## config.mk

```make
export PLATFORM = sky130hd
export DESIGN_NAME = mpfr_scan
export DESIGN_NICKNAME = d
export VERILOG_FILES = /design/src/rtl/core/mpfr_pkg.sv /design/src/rtl/core/mpfr_scan.sv
export SDC_FILE = /design/constraint.sdc
export NUM_CORES = 1
export LEC_CHECK = 0
export BUFFER_PORTS_ARGS = -buffer_cell sky130_fd_sc_hd__buf_2
export CORE_MARGIN = 2
export CORE_UTILIZATION = 48
export CTS_CLUSTER_DIAMETER = 120
export DETAILED_ROUTE_END_ITERATION = 10
export MAX_ROUTING_LAYER = met4
export PLACE_DENSITY = 0.84
export SETUP_SLACK_MARGIN = 0.15
export SYNTH_ARGS = -nofsm -noshare
export SYNTH_HDL_FRONTEND = slang
export SYNTH_SLANG_ARGS = --single-unit
```

## constraint.sdc

```tcl
create_clock -name clk_i -period 1.5 [get_ports clk_i]
set_input_delay 0.15 -clock clk_i [delete_from_list [all_inputs] [get_ports clk_i]]
set_output_delay 0.15 -clock clk_i [all_outputs]
set_load 0.02 [all_outputs]
```

## src/rtl/core/mpfr_pkg.sv

```systemverilog
package mpfr_pkg;

  localparam int unsigned DEF_COLUMNS = 128;
  localparam int unsigned DEF_ROWS    = 32;

  localparam int unsigned BYTE_W      = 8;
  localparam int unsigned PAGE_ROWS   = 8;
  // Each page is preceded by four command bytes.
  localparam int unsigned CMD_BYTES   = 4;

  localparam logic [BYTE_W-1:0] PAGE_ADDR_CMD = 8'h22;
  localparam logic [BYTE_W-1:0] COL_LOW_CMD   = 8'h00;
  localparam logic [BYTE_W-1:0] COL_HIGH_CMD  = 8'h10;

  localparam logic KIND_READ = 1'b0;
  localparam logic KIND_BYTE = 1'b1;

  typedef enum logic [2:0] {
    CMD_WRITE = 3'd0,
    CMD_READ  = 3'd1,
    CMD_CLEAR = 3'd2,
    CMD_START = 3'd3,
    CMD_TICK  = 3'd4
  } cmd_e;

  typedef struct packed {
    logic [2:0] cmd;
    logic [6:0] x;
    logic [4:0] y;
    logic       value;
  } in_item_t;

  typedef struct packed {
    logic              kind;
    logic              pixel;
    logic [BYTE_W-1:0] out_byte;
    logic              is_command;
    logic              last;
  } out_item_t;

  // Where the refresh scan stands: the byte that the next tick sends.
  typedef struct packed {
    logic              active;
    logic              is_cmd;
    logic [BYTE_W-1:0] cmd_byte;
    logic              last;
  } scan_t;

endpackage

```

## src/rtl/core/mpfr_scan.sv

```systemverilog
module mpfr_scan #(
  parameter int unsigned COLUMNS = 128,
  parameter int unsigned ROWS    = 32,
  parameter int unsigned ADDR_W  = 9
) (
  input  logic                clk_i,
  input  logic                rst_ni,
  input  logic                start_i,
  input  logic                advance_i,
  output mpfr_pkg::scan_t     scan_o,
  output logic [ADDR_W-1:0]   data_addr_o
);
  import mpfr_pkg::*;

  localparam int unsigned PAGES      = (ROWS + PAGE_ROWS - 1) / PAGE_ROWS;
  localparam int unsigned PAGE_W     = (PAGES > 1) ? $clog2(PAGES) : 1;
  localparam int unsigned LINE_BYTES = COLUMNS + CMD_BYTES;
  localparam int unsigned OFF_W      = $clog2(LINE_BYTES);

  logic              active_q;
  logic [PAGE_W-1:0] page_q;
  logic [OFF_W-1:0]  off_q;
  logic [ADDR_W-1:0] addr_q;
  logic              is_cmd;
  logic              line_end;
  logic              frame_end;
  logic [BYTE_W-1:0] cmd_byte;

  assign is_cmd    = (off_q < OFF_W'(CMD_BYTES));
  assign line_end  = (off_q == OFF_W'(LINE_BYTES - 1));
  assign frame_end = line_end && (page_q == PAGE_W'(PAGES - 1));

  always_comb begin
    case (off_q[1:0])
      2'd0:    cmd_byte = PAGE_ADDR_CMD;
      2'd1:    cmd_byte = BYTE_W'(page_q);
      2'd2:    cmd_byte = COL_LOW_CMD;
      default: cmd_byte = COL_HIGH_CMD;
    endcase
  end

  // The data address runs on across pages, since pages are stored back to back.
  always_ff @(posedge clk_i or negedge rst_ni) begin
    if (!rst_ni) begin
      active_q <= 1'b0;
      page_q   <= '0;
      off_q    <= '0;
      addr_q   <= '0;
    end else if (start_i) begin
      active_q <= 1'b1;
      page_q   <= '0;
      off_q    <= '0;
      addr_q   <= '0;
    end else if (advance_i && active_q) begin
      if (frame_end) begin
        active_q <= 1'b0;
        page_q   <= '0;
        off_q    <= '0;
        addr_q   <= '0;
      end else begin
        if (line_end) begin
          off_q  <= '0;
          page_q <= page_q + PAGE_W'(1);
        end else begin
          off_q <= off_q + OFF_W'(1);
        end
        if (!is_cmd) begin
          addr_q <= addr_q + ADDR_W'(1);
        end
      end
    end
  end

  assign scan_o.active   = active_q;
  assign scan_o.is_cmd   = is_cmd;
  assign scan_o.cmd_byte = cmd_byte;
  assign scan_o.last     = frame_end;
  assign data_addr_o     = addr_q;

endmodule

```

Yosys cells after proc, flatten, opt, wreduce, memory -nomap -nowiden
Cells that the tools add are included. W data, S select, Z words.

Bits in registers: 20. Input port bits: 4.

Add/sub/neg operators: 3. $lt $le $gt $ge: 1. Equal/unequal tests: 5. Mux-type cells: 16. Reduce and logical (&&, ||, !) cells: 9.

Operators by type and width (count): $mux W9 (4); $mux W8 (4); $pmux W6 S3 (1); $add A9 B1 Y9 const B (1); $add A8 B1 Y8 const B (1); $eq A8 B8 Y1 const B (1); $lt A8 B3 Y1 const B (1); $mux W2 (4); $reduce_and A2 Y1 (3); $eq A2 B2 Y1 const B (2); $reduce_bool A2 Y1 (2); $mux W1 (3); $ne A3 B2 Y1 const B (1); $reduce_bool A3 Y1 (1); $add A2 B1 Y2 const B (1); $eq A2 B1 Y1 const B (1); $logic_and A1 B1 Y1 (2); $logic_not A2 Y1 (1).

Longest topological paths before layout
Gate-level depths: netlist (run 1).

Word-level depth: 5. Mapped depth: 5. Gate-level depth less buffers: 5.

Least setup slack after synthesis (run 1)
No wires, ideal clock.

Path type: register to register. Start point: register off_q[0]. End point: register addr_q[8], in the netlist data_addr_o[8]. Arrival: 1724 ps. Required time: 1417 ps. Slack: -306 ps. Stages on the path, launching flop included: 6. Buffers on the path: 0. Cells stage by stage: dfrtp_1 > ha_1 > and2_1 > a41o_2 > or4_1 > o21ai_0.

Word-level cells in the longest chain between the ends: 5.

Ends and longest elaborated chain: from (decl) (line mpfr_scan.sv:22) `logic [OFF_W-1:0] off_q;`; from (signal assigned) (line mpfr_scan.sv:65) `off_q <= off_q + OFF_W'(1);`; branches (longest 5 deep; another with $lt A8 B3 Y1); to (signal assigned) (line mpfr_scan.sv:68) `addr_q <= addr_q + ADDR_W'(1);`; to (decl) (line mpfr_scan.sv:23) `logic [ADDR_W-1:0] addr_q;`.

Several ways; the timed one is not identified. The select of a mux whose other input is x is not followed. A chain may end at the register's enable or synchronous reset.

==> flow_summary.ini, run 1 <==
[status]
status = finished with violations
violations = negative setup slack

[synth]
ys_seq_area_frac = 0.4094
netlist_instances = 132
synthesis.area_sq_um = 1222
synth_top_cell_by_area = dfrtp_1
synth_cell_types = 39
synth-seq-cells = 20
synth_flop_cell = dfrtp_1
synth_warnings = 0
postSynth.asyncResetShare = 1.000
yosys-top-cells-area = dfrtp_1 41%, ha_1 6.1%, nor2_1 4.6%, buf_4 4.3%, a21oi_1 3.3%
avgSynthCellArea_sq_um = 9.261
synth_edf_count = 0
synth_top_area_frac = 0.4094

[cells_and_area]
final_common_cell = buf_4
area_growth_pct = 47.49
insertedDiodeCount = 0
final_cell_mix = 24 x buf_4, 17 x dfrtp_1, 13 x buf_2
final_nets = 190
fill_cells = 171
drive_gt1_frac = 0.4916

[clock_tree]
h-tree-depth = 1
clock_latency_ps = 310
cts_tree = done
clk_pin_slew_ps = 110
root_buffer = clkbuf_4
cts_num_sinks = 20
cts_buffers = 3
cts_buffer_depth = 2

[floorplanning]
row_count = 18
core_region_area_sq_um = 2455
start_util = 0.4980
die_y_um = 54.47
die-width_um = 54.47
io-pin-count = 24
die-area_sq_um = 2966

[sta]
hold_violations = 0
fin_crit_sh = 1.080
period_minus_slack_ps = 1620
fin_ws_ps = -119.6
finalSetupViolations = 11
slew_viol_final = 0
fmax_mhz = 617.4
grt_setup_unrepaired = true
fin_worst_skew_ps = 1.754
fin_hold_ws_ps = 194.9

[pwr]
pwr-share-clk = 0.209
switching_power_uw = 449.8
pwr-share-seq = 0.461
power.leakage_uw = 0.0008010
switching_share = 0.3336
ir_worst_vdd_uv = 725.9
combPwrFrac = 0.331
p_int_uw = 898.4
p_per_area_nw_per_um2 = 747.8
p_total_uw = 1348

[worst_setup_path]
cp-end-kind = output pin
path_class = flop to output pin
crit_start = off_q[2]
critPathArrivalTime_ps = 1470
crit_slowest_cell = dfrtp_1
worst_ep_required_time_ps = 1350
max_stage_delay_ps = 410
worst_setup_path_start_kind = flop
cp_max_fo = 7
cp_cell_sequence = nor3_2, buf_12, and4_4, buf_6
rrSetupSlack_ps = -90
rr_startpoint = off_q[2]

[grt]
grt.overflow.total = 0
grt_pass1_wl_mm = 5.147
grt.total_usage = 0.2481
grt_max_degree = 21
antenna_found_initial = 0
grt_pass1_vias = 1140

[routing]
vias = 1175
vias_per_cell = 5.622
routed_wirelength_mm = 3.249
first_pass_iters = 4
wl_per_cell_um = 15.55
drt_iter0_markers = 25
drc_errors = 0
antenna_left = 0

[placement]
place_ws_ps = -32.22
gp_congestion = 0.8196
port_buffers = 19
hpwlAfterDp_mm = 2.123

[run]
drv_cap = 0

[min_path]
min_from = advance_i
holdCritPathClass = input port to flop
[final cells by class]
class                           count  area [sq um]  share of cell area
Clock buffer                        4         26.28             0.01457
Inverter                            5         28.78             0.01596
Multi-Input combinational cell    100         807.0              0.4476
Sequential cell                    20         504.2              0.2797
Tap cell                           30         37.54             0.02082
Timing Repair Buffer               50         399.1              0.2214
[worst paths after layout]
check | cells past startpoint | endpoint
worst max-delay path | 4 | scan_o[0]
worst min-delay path | 3 | off_q[1]
worst max register to register | 6 | page_q[1]
worst min register to register | 1 | off_q[7]
max in group asynchronous | 2 | data_addr_o[0]
min in group asynchronous | 2 | data_addr_o[7]
[synthesized netlist by cell type, types with 2 or more instances]
cell type  count
nor2_1        15
a21oi_1        8
dfrtp_1       20
buf_2          2
o21ai_0        6
nand2_1       10
nand3_1        7
xnor2_1        4
a211oi_1       2
nand4_1        2
inv_1          5
mux2_2         3
buf_4          7
xor2_1         2
ha_1           6
and2_1         2
and3_1         2
a31oi_1        3
mux2i_1        2
nor3_1         4
a21o_1         2
[through the flow]
| step | cells | setup TNS (ps) | utilization | instance area, sq um |
|---|---|---|---|---|
| after global routing | 209 | -1970 | 0.7345 | 1803 |
| final | 209 | -686.6 | 0.7345 | 1803 |
| after floorplan | 135 | -30.89 | - | 1300 |
| after CTS | 206 | -424.2 | 0.7008 | 1720 |
| after detailed placement | 193 | -56.83 | 0.6167 | 1514 |
| after global placement | 193 | 0 | 0.6167 | 1514 |
[cell families after synthesis]
logic type      synth area share
simple gates              0.2088
fa+ha+maj                0.06141
compound gates            0.1546
mux                      0.04401
xor+xnor                 0.04299
buf+inv                  0.07574
other cells             0.003068
flops                     0.4094
[routing by layer]
layer | GRT usage | wire (um) | vias up
li1 | - | - | 553
met1 | 0.2857 | 1286 | 561
met2 | 0.4458 | 1757 | 51
met3 | 0.05738 | 165 | 10
met4 | 0.03750 | 39 | 0
met5 | - | 0 | -
[registers in the layout, indices dropped and copies added, names as in the netlist]
register / count
off_q: 8
page_q: 2
active_q: 1
data_addr_o: 9
[repair_timing]
action / in CTS / in global routing
gates resized for setup: 31 / 16
hold buffers: 1 / 0
pin swaps: 5 / 11
setup buffers: 8 / 3
endpoints found under the hold margin: 20 / 0
setup endpoints to repair: 26 / 26
[power by group through the flow]
stage               Clock (uW)  Sequential (uW)  Combinational, uW
floorplan                    0              654                192
global placement             0              623                332
detailed placement           0              628                347
CTS                        274              621                413
global route               307              627                486
finish                     281              621                446
[critical path: cells and delay by family (launching register included)]
| family | cells | cell delay [ps] |
|---|---|---|
| buffers and inverters | 2 | 260 |
| DFF | 1 | 410 |
| and+or+nand+nor | 2 | 480 |
Power figures use the tool's default switching activity.
==> inputs of run 2 (changes only) <==
- CORE_UTILIZATION: 48 -> 44
- PLACE_DENSITY: 0.84 -> 0.79
- SKIP_LAST_GASP: default -> 1
==> run 2 against run 1 <==
  * The run still ends with negative setup slack left
  * Register-to-register slack better by 20 ps
  * Sequential share of layout area is 1.1 points lower
  * Power is 4.6% higher
  * Critical path depth stayed put
  * Combinational power is 4.7% higher
  * Wire length is 3.7% lower
  * Clock-buffer cell count stayed put
  * Critical path type unchanged
  * Largest power group unchanged
==> flow_summary.ini, run 2 (synthesis gave the netlist of run 1 again) <==
[worst_setup_path]
worst_setup_path_start_kind = flop
cp-end-kind = output pin
worst_ep_required_time_ps = 1350
crit_slowest_cell = dfrtp_1
critPathArrivalTime_ps = 1450
path_class = flop to output pin
cp_cell_sequence = ha_4, and2_4, and4_4, buf_6
cp_max_fo = 5
max_stage_delay_ps = 440

[floorplanning]
core_region_area_sq_um = 2686
die_y_um = 56.71
start_util = 0.4551
io-pin-count = 24
die-area_sq_um = 3216
die-width_um = 56.71
row_count = 19

[grt]
grt_util_met2 = 0.3970
grt_pass1_vias = 1186
grt_max_degree = 21
grt.met3_usage = 0.04147
grt.total_usage = 0.2158
grt_busiest_layer = met2
grt_use_met1 = 0.2377
grt_pass1_wl_mm = 5.271
antenna_found_initial = 0
grt.overflow.total = 0

[routing]
antenna_left = 0
drc_errors = 0
routed_wirelength_mm = 3.130
wl_per_cell_um = 14.63
first_pass_iters = 4
drt_iter0_markers = 31
vias_per_cell = 5.360
vias = 1147

[sta]
grt_setup_unrepaired = true
fin_crit_sh = 1.065
fin_worst_skew_ps = 1.529
finalSetupViolations = 9
hold_violations = 0
period_minus_slack_ps = 1597
fmax_mhz = 626.1
slew_viol_final = 0
fin_ws_ps = -97.21

[cells_and_area]
drive_gt1_frac = 0.5191
final_cell_mix = 27 x buf_4, 18 x dfrtp_1, 13 x buf_2
insertedDiodeCount = 0
area_growth_pct = 53.33
design_area_sq_um = 1874
final_nets = 194
largest_reg_flops = 9
layoutNonFillerInstCount = 214
final_common_cell = buf_4

[clock_tree]
cts_num_sinks = 20
h-tree-depth = 1
cts_buffer_depth = 2
root_buffer = clkbuf_4
cts_tree = done
clock_latency_ps = 310
clk_pin_slew_ps = 120
cts_buffers = 3

[run]
drv_cap = 0

[pwr]
pwr-share-seq = 0.436
combPwrFrac = 0.331
pwr-share-clk = 0.233
switching_power_uw = 451.9
ir_worst_vdd_uv = 643.8
p_total_uw = 1410
switching_share = 0.3205
p_per_area_nw_per_um2 = 752.2
power.leakage_uw = 0.0008341
p_int_uw = 958.0

[status]
status = finished with violations
violations = negative setup slack

[placement]
dpl.cell_count = 198
placed_area_sq_um = 1533
hpwlAfterDp_mm = 2.030
gp_congestion = 0.7943
port_buffers = 19

[min_path]
holdCritPathClass = input port to flop
## run 2: changes by cell type in the layout (fill, tap and decap cells not counted), sizes merged
cell and change:
buf +4
## run 2: final timing paths
| path | from | to | slack, ps | cells after the start |
|---|---|---|---|---|
| max | off_q[1] | scan_o[0] | -100 | 4 |
| min | start_i | active_q | 130 | 2 |
| max reg2reg | off_q[1] | data_addr_o[8] | -70 | 5 |
| min reg2reg | data_addr_o[8] | data_addr_o[8] | 540 | 2 |
| max in group asynchronous | rst_ni | data_addr_o[1] | 830 | 2 |
| min in group asynchronous | rst_ni | page_q[1] | 320 | 2 |
## run 2: per-stage QoR
stage / TNS, ps / utilization / hold slack (ps) / setup slack [ps]
6_report: -436.2 / 0.6977 / 127.6 / -97.21
5_1_grt: -1362 / 0.6977 / 131.7 / -138.9
4_1_cts: -353.7 / 0.6605 / 126.6 / -88.41
3_5_place_dp: -14.73 / 0.5706 / 130.0 / -14.73
3_3_place_gp: 0 / 0.5706 / 111.9 / 18.59
2_1_floorplan: -30.89 / - / -145.6 / -30.89
## run 2: critical path, delay by kind of cell, from the launching register on
family	cells	cell delay, ps
DFF	1	440
and+or+nand+nor	2	420
adders and majority gates	1	160
buffers and inverters	1	110
## run 2: cell type report
cell class	count	area, sq um
timing repair buffer	54	427.9
fill	218	812.0
sequential	20	503.0
inverter	5	28.78
clock buffer	4	36.28
multi-input combinational	100	839.6
tap	31	38.79
## run 2: metal layers
metal	up-vias	routed length, um
met5	-	0
met4	0	24
met3	2	131
met2	24	1712
met1	565	1261
li1	556	-
## run 2: power by group through the flow
stage                     logic (uW)  clock network (uW)  registers [uW]
final                            467                 328             615
after global routing             510                 359             619
after CTS                        433                 334             614
after detailed placement         363                   0             623
after global placement           350                   0             619
after floorplan                  192                   0             654
## run 2: repair_timing
action,4_1_cts,5_1_grt
pin swaps,10,12
hold endpoints to repair,20,0
setup buffers,8,3
gates cloned,0,0
hold buffers,1,0
endpoints found under the setup margin,26,26
resized for setup,36,22
